### config.mk
export PLATFORM = sky130hd
export DESIGN_NAME = joystick_differential_drive_mixer
export DESIGN_NICKNAME = d
export VERILOG_FILES = /design/src/jddm_pkg.sv /design/src/jddm_mix.sv /design/src/jddm_silence.sv /design/src/joystick_differential_drive_mixer.sv
export SDC_FILE = /design/constraint.sdc
export NUM_CORES = 1
export LEC_CHECK = 0
export BUFFER_PORTS_ARGS = -buffer_cell sky130_fd_sc_hd__buf_4
export CELL_PAD_IN_SITES_DETAIL_PLACEMENT = 0
export CELL_PAD_IN_SITES_GLOBAL_PLACEMENT = 1
export CORE_MARGIN = 3
export CORE_UTILIZATION = 45
export DETAILED_ROUTE_END_ITERATION = 10
export PLACE_DENSITY_LB_ADDON = 0.1
export SYNTH_ARGS = -nofsm -noshare
export SYNTH_HDL_FRONTEND = slang
export SYNTH_SLANG_ARGS = --single-unit
### constraint.sdc
create_clock -name aclk -period 9.8 [get_ports aclk]
set_clock_uncertainty 0.15 [all_clocks]
set_input_delay 0 -clock aclk [delete_from_list [all_inputs] [get_ports aclk]]
set_output_delay 0 -clock aclk [all_outputs]
set_load 0.1 [all_outputs]
### src/jddm_pkg.sv
// shared types and constants for the joystick differential drive mixer
package jddm_pkg;

    localparam int AXIS_W     = 8;
    localparam int DEADBAND_W = 7;
    localparam int CFG_ADDR_W = 2;
    localparam int CFG_DATA_W = 8;

    localparam logic [AXIS_W-1:0]     AXIS_CENTRE    = 8'd127;
    localparam logic [AXIS_W-1:0]     AXIS_TOP       = 8'd255;
    localparam logic [DEADBAND_W-1:0] DEADBAND_RESET = 7'd10;
    localparam logic [AXIS_W-1:0]     FAILSAFE_RESET = 8'd255;

    // configuration register indexes
    localparam logic [CFG_ADDR_W-1:0] CFG_DEADBAND       = 2'd0;
    localparam logic [CFG_ADDR_W-1:0] CFG_FAILSAFE_TICKS = 2'd1;

    // item kinds on the input channel
    localparam logic OP_TICK   = 1'b0;
    localparam logic OP_PACKET = 1'b1;

    typedef struct packed {
        logic              direction_level;
        logic [AXIS_W-1:0] duty_left;
        logic [AXIS_W-1:0] duty_right;
        logic              failsafe;
    } drive_t;

endpackage

### src/jddm_mix.sv
// stick packet to direction and two motor duties
module jddm_mix import jddm_pkg::*; (
    input  logic [AXIS_W-1:0]     speed_axis,
    input  logic [AXIS_W-1:0]     steer_axis,
    input  logic [DEADBAND_W-1:0] deadband,
    output drive_t                drive
);

    logic [AXIS_W-1:0]  speed_inv, steer_inv;
    logic [AXIS_W-1:0]  speed_dist, steer_dist;
    logic [AXIS_W-1:0]  s, t, t_adj;
    logic               fwd;
    logic [AXIS_W-1:0]  power;
    logic signed [9:0]  k3;
    logic signed [10:0] v_left, v_right;
    logic [AXIS_W-1:0]  d_left, d_right;

    function automatic logic [AXIS_W-1:0] clamp_half(input logic signed [10:0] v);
        logic [9:0] h;
        h = v[10:1];
        if (v[10])
            return '0;
        else if (h > 10'd255)
            return AXIS_TOP;
        else
            return h[AXIS_W-1:0];
    endfunction

    always_comb begin
        speed_inv = ~speed_axis;
        steer_inv = ~steer_axis;
        speed_dist = (speed_inv > AXIS_CENTRE) ? speed_inv - AXIS_CENTRE
                                               : AXIS_CENTRE - speed_inv;
        steer_dist = (steer_inv > AXIS_CENTRE) ? steer_inv - AXIS_CENTRE
                                               : AXIS_CENTRE - steer_inv;
        s = (speed_dist < {1'b0, deadband}) ? AXIS_CENTRE : speed_inv;
        t = (steer_dist < {1'b0, deadband}) ? AXIS_CENTRE : steer_inv;

        fwd   = s[7];
        // twice the distance from centre 127, or from 128 when forward, 0..254
        power = fwd ? {s[6:0], 1'b0} : {~s[6:0], 1'b0};

        t_adj = (t > AXIS_CENTRE) ? t - 8'd1 : t;
        k3    = 10'sd3 * ($signed({2'b00, t_adj}) - 10'sd127);

        v_left  = $signed({2'b00, power, 1'b0}) - {k3[9], k3};
        v_right = $signed({2'b00, power, 1'b0}) + {k3[9], k3};
        d_left  = clamp_half(v_left);
        d_right = clamp_half(v_right);

        drive.direction_level = ~fwd;
        drive.duty_left       = fwd ? d_left : ~d_left;
        drive.duty_right      = fwd ? d_right : ~d_right;
        drive.failsafe        = 1'b0;
    end

endmodule

### src/jddm_silence.sv
// silence counter that flags the stop drive after too many empty ticks
module jddm_silence import jddm_pkg::*; (
    input  logic              aclk,
    input  logic              aresetn,
    input  logic              advance,
    input  logic              operation,
    input  logic [AXIS_W-1:0] failsafe_ticks,
    output logic              stop_hit
);

    logic [AXIS_W-1:0] count_reg, count_next, count_inc;

    always_comb begin
        count_inc  = count_reg + 8'd1;
        count_next = count_reg;
        if (advance)
            count_next = (operation == OP_PACKET) ? '0 : count_inc;
        stop_hit = (operation == OP_TICK) && (count_inc == failsafe_ticks);
    end

    always_ff @(posedge aclk) begin
        if (!aresetn)
            count_reg <= '0;
        else
            count_reg <= count_next;
    end

endmodule

### src/joystick_differential_drive_mixer.sv
// top level: input register, mixer and failsafe, result register
// an input transaction passes the input register and then the result register on its way to m_axis
// throughput: one packet or tick per cycle while the result slot is free or m_axis_tready is high
// ticks that do not bring the silence count up to the failsafe threshold give no result transaction
// synchronous active-low reset clears both stage valids, the silence counter
// and restores deadband 10 and failsafe threshold 255
module joystick_differential_drive_mixer import jddm_pkg::*; (
    input  logic                  aclk,
    input  logic                  aresetn,
    input  logic                  s_axis_tvalid,
    output logic                  s_axis_tready,
    input  logic [15:0]           s_axis_tdata,  // speed_axis[7:0], steer_axis[15:8]
    input  logic [0:0]            s_axis_tuser,  // operation[0]
    output logic                  m_axis_tvalid,
    input  logic                  m_axis_tready,
    output logic [23:0]           m_axis_tdata,  // direction_level[0], duty_left[8:1],
                                                 // duty_right[16:9], zero[23:17]
    output logic [0:0]            m_axis_tuser,  // failsafe[0]
    input  logic                  cfg_valid,
    output logic                  cfg_ready,
    input  logic [CFG_ADDR_W-1:0] cfg_addr,
    input  logic [CFG_DATA_W-1:0] cfg_data
);

    logic [DEADBAND_W-1:0] deadband_reg;
    logic [AXIS_W-1:0]     failsafe_ticks_reg;

    logic              in_valid_reg;
    logic              op_reg;
    logic [AXIS_W-1:0] speed_reg, steer_reg;

    logic   out_valid_reg, out_valid_next;
    drive_t out_reg, out_next;

    logic   advance, stop_hit, emit;
    drive_t mixed, stop_drive;

    assign cfg_ready = 1'b1;

    always_ff @(posedge aclk) begin
        if (!aresetn) begin
            deadband_reg       <= DEADBAND_RESET;
            failsafe_ticks_reg <= FAILSAFE_RESET;
        end else if (cfg_valid) begin
            if (cfg_addr == CFG_DEADBAND)
                deadband_reg <= cfg_data[DEADBAND_W-1:0];
            else if (cfg_addr == CFG_FAILSAFE_TICKS)
                failsafe_ticks_reg <= cfg_data;
        end
    end

    // the held item moves on whenever the result slot is free or draining
    assign advance       = in_valid_reg && (!out_valid_reg || m_axis_tready);
    assign s_axis_tready = !in_valid_reg || advance;

    always_ff @(posedge aclk) begin
        if (!aresetn)
            in_valid_reg <= 1'b0;
        else if (s_axis_tready)
            in_valid_reg <= s_axis_tvalid;
    end

    always_ff @(posedge aclk) begin
        if (s_axis_tvalid && s_axis_tready) begin
            op_reg    <= s_axis_tuser[0];
            speed_reg <= s_axis_tdata[7:0];
            steer_reg <= s_axis_tdata[15:8];
        end
    end

    jddm_mix u_mix (
        .speed_axis (speed_reg),
        .steer_axis (steer_reg),
        .deadband   (deadband_reg),
        .drive      (mixed)
    );

    jddm_silence u_silence (
        .aclk           (aclk),
        .aresetn        (aresetn),
        .advance        (advance),
        .operation      (op_reg),
        .failsafe_ticks (failsafe_ticks_reg),
        .stop_hit       (stop_hit)
    );

    always_comb begin
        stop_drive                 = '0;
        stop_drive.failsafe        = 1'b1;
        emit           = advance && ((op_reg == OP_PACKET) || stop_hit);
        out_valid_next = out_valid_reg && !m_axis_tready;
        out_next       = out_reg;
        if (emit) begin
            out_valid_next = 1'b1;
            out_next       = (op_reg == OP_PACKET) ? mixed : stop_drive;
        end
    end

    always_ff @(posedge aclk) begin
        if (!aresetn)
            out_valid_reg <= 1'b0;
        else
            out_valid_reg <= out_valid_next;
    end

    always_ff @(posedge aclk) begin
        out_reg <= out_next;
    end

    assign m_axis_tvalid = out_valid_reg;
    assign m_axis_tdata  = {7'd0, out_reg.duty_right, out_reg.duty_left,
                            out_reg.direction_level};
    assign m_axis_tuser  = out_reg.failsafe;

endmodule
==> results.toml, run 1 <==
[routing]
wl_per_cell_um = 14.45
drtPass1Iterations = 4
viasPerCell = 5.289
drt_iter0_drc = 230
drt_wl_total_um = 11140
antenna_left = 0
drc = 0
num_vias = 4078

[yosys]
seq_area_frac_synth_pct = 32.25
synth_area_leader_cell = "edfxtp_1"
synth_ff_type = "edfxtp_1"
syn_area_per_cell_um2 = 8.700
ys_seq_elements = 60
netlist_instances = 553
yosys.area.top_type_share_pct = 21.85
ys_warn_count = 0
synth_area_leaders = "edfxtp_1, ha_1, dfxtp_1"
syn_area_um2 = 4811
synth-edff-count = 35
ys_types = 68
async_reset_ff_share_pct = 0

[critical_path]
critical_path_buf_inv_count = 1
startpoint_type = "flip-flop"
cp_common_cell = "ha_1"
cp.required_ns = 9.74
cpPeakStageDelay_ns = 0.50
rrSetupSlack_ns = 2.29
cp-startpoint = "steer_reg[2]"
reg2reg_from = "steer_reg[2]"
critical_path_class = "reg2reg"
crit_arrival_ns = 7.45
cp-end-kind = "flip-flop"
crit_fanout = 12
worst_path_dominant_cell_family = "compound AO/OA/AOI/OAI gates"
critPathSlowestCell = "edfxtp_1"

[final_layout]
drive_gt1_share_pct = 12.60
layout_common_cells = "buf_4, nor2_1, ha_1, nand2_1, dlygate4sd3_1"
fin_nets = 708
area_delta_synth_final_pct = 21.56
largest_reg_flops = 17
antennaDiodeCount = 0
final_common_cell = "buf_4"

[clock_network]
clkLatencyLatePin_ns = 0.35
clk_pin_slew_ns = 0.08
htreeDepth = 3
root_buffer = "clkbuf_8"
clock_path_buffers = 2
post_cts_buffers = 0
clkSinkCount = 60
ctsResizeCount = 0
cts_buffers = 9
cts_hold_buf = 40
cts_tree = "done"

[floorplan]
initial_core_util_pct = 46.39
num_rows = 37
die_height_um = 109.4
dieArea_um2 = 11970
dieWidth_um = 109.4
top_level_ports = 60
core_area_um2 = 10370

[power_and_ir_drop]
combinationalPowerShare_pct = 62.8
seqPwrFrac_pct = 20.6
irDropWorstVdd_mv = 0.1267
power_frac_clock_pct = 16.6
p_int_uw = 826.4
p_per_area_nw_per_um2 = 259.3
netSwitchingFraction_pct = 45.49
leakagePower_nw = 2.500
power.switching_uw = 689.8

[timing]
finalSetupViolations = 0
max_freq_mhz = 133.1
setup_tns_ns = 0
whs_ns = 0.05262
slew_headroom_pct = 36.40
maxSlewViolCount = 0
worstMarginPinSlew_ns = 0.9540
post-route-period-util_pct = 76.64
finalHoldViolations = 0
post-route-min-period_ns = 7.511
rsz0062_at_grt = "false"

[run_status]
status = "finished, final reports clean"

[global_routing]
antenna_found_initial = 0
grt_use_met2_pct = 31.08
grtUsageTotal_pct = 19.61
grt_pass1_wl_um = 18590
grt_pass1_vias = 3859
grt_max_degree = 26
use_met3_pct = 3.523
gr-usage-met1_pct = 27.85
busiest_layer = "met2"
overflow = 0

[min_path]
hp-class = "in2reg"
worstHoldStart = "cfg_addr[0]"

[placed_design]
hpwl_um = 8245
port_buffers = 51
gp_congestion = 0.8666

[job]
max_cap_viol_count = 0
-- per-layer routing --
metal / wire length, µm / share of wire, %
met4: 94 / 0.84
met3: 451 / 4.0
met2: 5138 / 46
met5: 0 / 0
met1: 5460 / 49
-- through the flow --
stage / cell area, µm² / utilization (%) / total power [mW] / cells / setup slack, ns
6_report: 5848 / 56.39 / 1.516 / 771 / 2.289
3_3_place_gp: 5225 / 50.39 / 1.254 / 715 / 2.545
5_1_grt: 5848 / 56.39 / 1.650 / 771 / 1.609
4_1_cts: 5848 / 56.39 / 1.522 / 771 / 2.320
3_5_place_dp: 5225 / 50.39 / 1.252 / 715 / 2.377
2_1_floorplan: 4833 / - / 1.071 / 559 / 2.961
-- cells by family after synthesis --
family	Yosys count	share of synthesized area [%]
other	2	0.1561
adder cells (fa/ha/maj)	46	12.28
AND/OR/NAND/NOR	188	19.92
AO/OA/AOI/OAI	125	16.96
buffers and inverters	69	6.476
XOR/XNOR	46	8.374
flip-flops	60	32.25
multiplexers	17	3.589
-- cell usage after synthesis, types with 15 or more instances --
cell type and number:
nor2_1 46, ha_1 44, nand2_1 43, inv_1 37
edfxtp_1 35, o21ai_0 32, a21oi_1 29, dfxtp_1 25
xnor2_1 23, xor2_1 23, nand3_1 19, clkbuf_1 18
mux2i_1 15
-- final cells by class --
type	count	area (µm²)
clock inverters	7	98.84
fillers	959	4522
well taps	136	170.2
repair buffers	92	790.8
inverters	37	138.9
multi-input cells	430	2974
clock buffers	9	123.9
flip-flops and latches	60	1551
-- worst register-to-register path: cells and delay by family, from the launching register on --
| kind | cells | cell delay (ns) |
|---|---|---|
| AND/OR/NAND/NOR | 9 | 1.68 |
| buffers and inverters | 1 | 0.12 |
| adder cells (fa/ha/maj) | 5 | 1.77 |
| multiplexers | 1 | 0.07 |
| XOR/XNOR | 1 | 0.16 |
| flip-flops | 1 | 0.50 |
| AO/OA/AOI/OAI | 13 | 2.81 |
-- path summary, 6_finish.rpt --
check                               end  cells after the start
hold reg to reg   failsafe_ticks_reg[1]                      2
setup reg to reg        m_axis_tdata[7]                     30
hold / removal    failsafe_ticks_reg[1]                      4
setup / recovery        m_axis_tdata[7]                     30
-- power groups by stage --
stage / logic (mW) / clock network, mW / registers [mW]
2_1_floorplan: 0.701 / 0 / 0.370
3_3_place_gp: 0.937 / 0 / 0.317
3_5_place_dp: 0.934 / 0 / 0.318
4_1_cts: 0.952 / 0.257 / 0.312
5_1_grt: 1.06 / 0.272 / 0.315
6_report: 0.953 / 0.251 / 0.312
Power figures use the tool's default switching activity.
==> inputs of run 2 (changes only) <==
clock period = 7.15 ns   (was 9.8 ns; I/O delays follow)
==> run 2 against run 1 <==
Worst setup slack lost 1.8 ns. Hold slack lost 0.0042 ns. Core utilization grew 1.3 points. Power grew 43%. Cell count grew 1.3%. Die area is the same. Via count grew 2.0%. Critical path type unchanged. Clock power grew 35%. Sequential share of layout area shrank 0.60 points. Sequential cell count is the same. Combinational power grew 47%. Register-to-register slack lost 1.8 ns.
==> results.toml, run 2 (same netlist as run 1, synthesis figures left out) <==
[final_layout]
layout_common_cells = "buf_4, nor2_1, nand2_1, ha_1, dlygate4sd3_1"
multi_input_area_um2 = 3037
fillers = 955
final_common_cell = "buf_4"
drive_gt1_share_pct = 15.50
area_delta_synth_final_pct = 24.40
regArea_um2 = 1551
largest_reg_flops = 17
antennaDiodeCount = 0
fin_nets = 718

[placed_design]
gp_congestion = 0.8220
preCtsSetupSlack_ns = 0.1954
hpwl_um = 8322
port_buffers = 51

[timing]
post-route-min-period_ns = 6.710
finalHoldViolations = 0
maxSlewViolCount = 0
worstMarginPinSlew_ns = 0.9858
slew_headroom_pct = 34.28
timing.final.ws_setup_ns = 0.4402
post-route-period-util_pct = 93.84
finalSetupViolations = 0
max_freq_mhz = 149.0

[clock_network]
clock_path_buffers = 2
root_buffer = "clkbuf_8"
clk_pin_slew_ns = 0.08
cts_tree = "done"
clkLatencyLatePin_ns = 0.33
htreeDepth = 3
cts_buffers = 9
clkSinkCount = 60

[power_and_ir_drop]
leakagePower_nw = 2.568
p_per_area_nw_per_um2 = 362.5
p_total_mw = 2.170
irDropWorstVdd_mv = 0.1916

[job]
max_cap_viol_count = 0

[global_routing]
grtUsageTotal_pct = 19.33
grt_pass1_wl_um = 18340
grt_pass1_vias = 3927
grt_max_degree = 26
overflow = 0
antenna_found_initial = 0

[min_path]
hold_end = "failsafe_ticks_reg[3]"
worstHoldStart = "cfg_addr[1]"
hp-class = "in2reg"
holdPathStages = 4

[critical_path]
cp-end-kind = "flip-flop"
crit_arrival_ns = 6.63
timing.rr.end = "m_axis_tdata[4]"
crit_fanout = 7
cp.required_ns = 7.07
reg2reg_from = "steer_reg[1]"
critical_path_class = "reg2reg"
critPathSlowestCell = "edfxtp_1"
startpoint_type = "flip-flop"
cpPeakStageDelay_ns = 0.45
rrSetupSlack_ns = 0.44
cp_common_cell = "ha_1"
r2r_cells = 31

[routing]
drtPass1Iterations = 4
wl_per_cell_um = 14.38
viasPerCell = 5.328
drt_iter0_drc = 157
drt_wl_total_um = 11230
num_vias = 4161
drc = 0
antenna_left = 0

[floorplan]
dieWidth_um = 109.4
die_height_um = 109.4
top_level_ports = 60
core_area_um2 = 10370
num_rows = 37
dieArea_um2 = 11970
initial_core_util_pct = 46.39

[run_status]
status = "finished, final reports clean"
[run 2: cell count changes in the layout (fill, tap and decap cells not counted), moves of 2 or more]
cell / delta
buf_4: +11
nor3_1: -3
nor3_2: +3
clkinv_4: +2
[run 2: worst max path at each step]
stage / start / to / slack [ns] / depth (start not counted)
floorplan: steer_reg[2] / m_axis_tdata[7] / 0.31 / 31
global placement: steer_reg[1] / m_axis_tdata[4] / 0.30 / 31
detailed placement: steer_reg[1] / m_axis_tdata[4] / 0.20 / 31
CTS: steer_reg[1] / m_axis_tdata[4] / 0.11 / 31
global route: steer_reg[1] / m_axis_tdata[7] / -0.06 / 30
finish: steer_reg[1] / m_axis_tdata[4] / 0.44 / 31
[run 2: layer usage]
metal	global-route usage [%]	part of all wire (%)
met1	26.15	48
met2	31.52	48
met3	3.876	3.5
met4	5.165	1.1
met5	0	0
[run 2: critical path, delay by kind of cell (launching register included)]
family	cells	cell delay, ns
XOR/XNOR	1	0.16
flip-flops	1	0.45
buffers and inverters	3	0.24
AO/OA/AOI/OAI	12	2.34
AND/OR/NAND/NOR	9	1.45
multiplexers	1	0.11
adder cells (fa/ha/maj)	5	1.52
[run 2: timing repair]
item | 4_1_cts | 5_1_grt
setup buffers | 0 | 3
hold buffers | 39 | 0
endpoints found under the hold margin | 42 | 0
gates resized for setup | 0 | 14
endpoints found under the setup margin | 0 | 16
[run 2: stage by stage]
step	hold WS, ns	instance area (µm²)	utilization, %	setup TNS [ns]	std cells
finish	0.04846	5984	57.71	0	781
global route	0.09633	5984	57.71	-0.1417	781
CTS	0.04003	5899	56.89	0	778
detailed placement	0.02945	5285	50.97	0	723
global placement	0.02808	5285	50.97	0	723
floorplan	-0.05113	4833	-	0	559
[run 2: report_power, final]
part	internal (mW)	switching (mW)	total [mW]
Combinational	0.582	0.821	1.40
Sequential	0.410	0.0179	0.428
Clock	0.198	0.141	0.339
Total	1.19	0.980	2.17
[run 2: layout make-up]
class | instances | area share (%)
inverters | 37 | 2.321
multi-input cells | 430 | 50.74
flip-flops and latches | 60 | 25.93
clock buffers | 9 | 2.070
well taps | 136 | 2.843
repair buffers | 102 | 14.43
clock inverters | 7 | 1.673
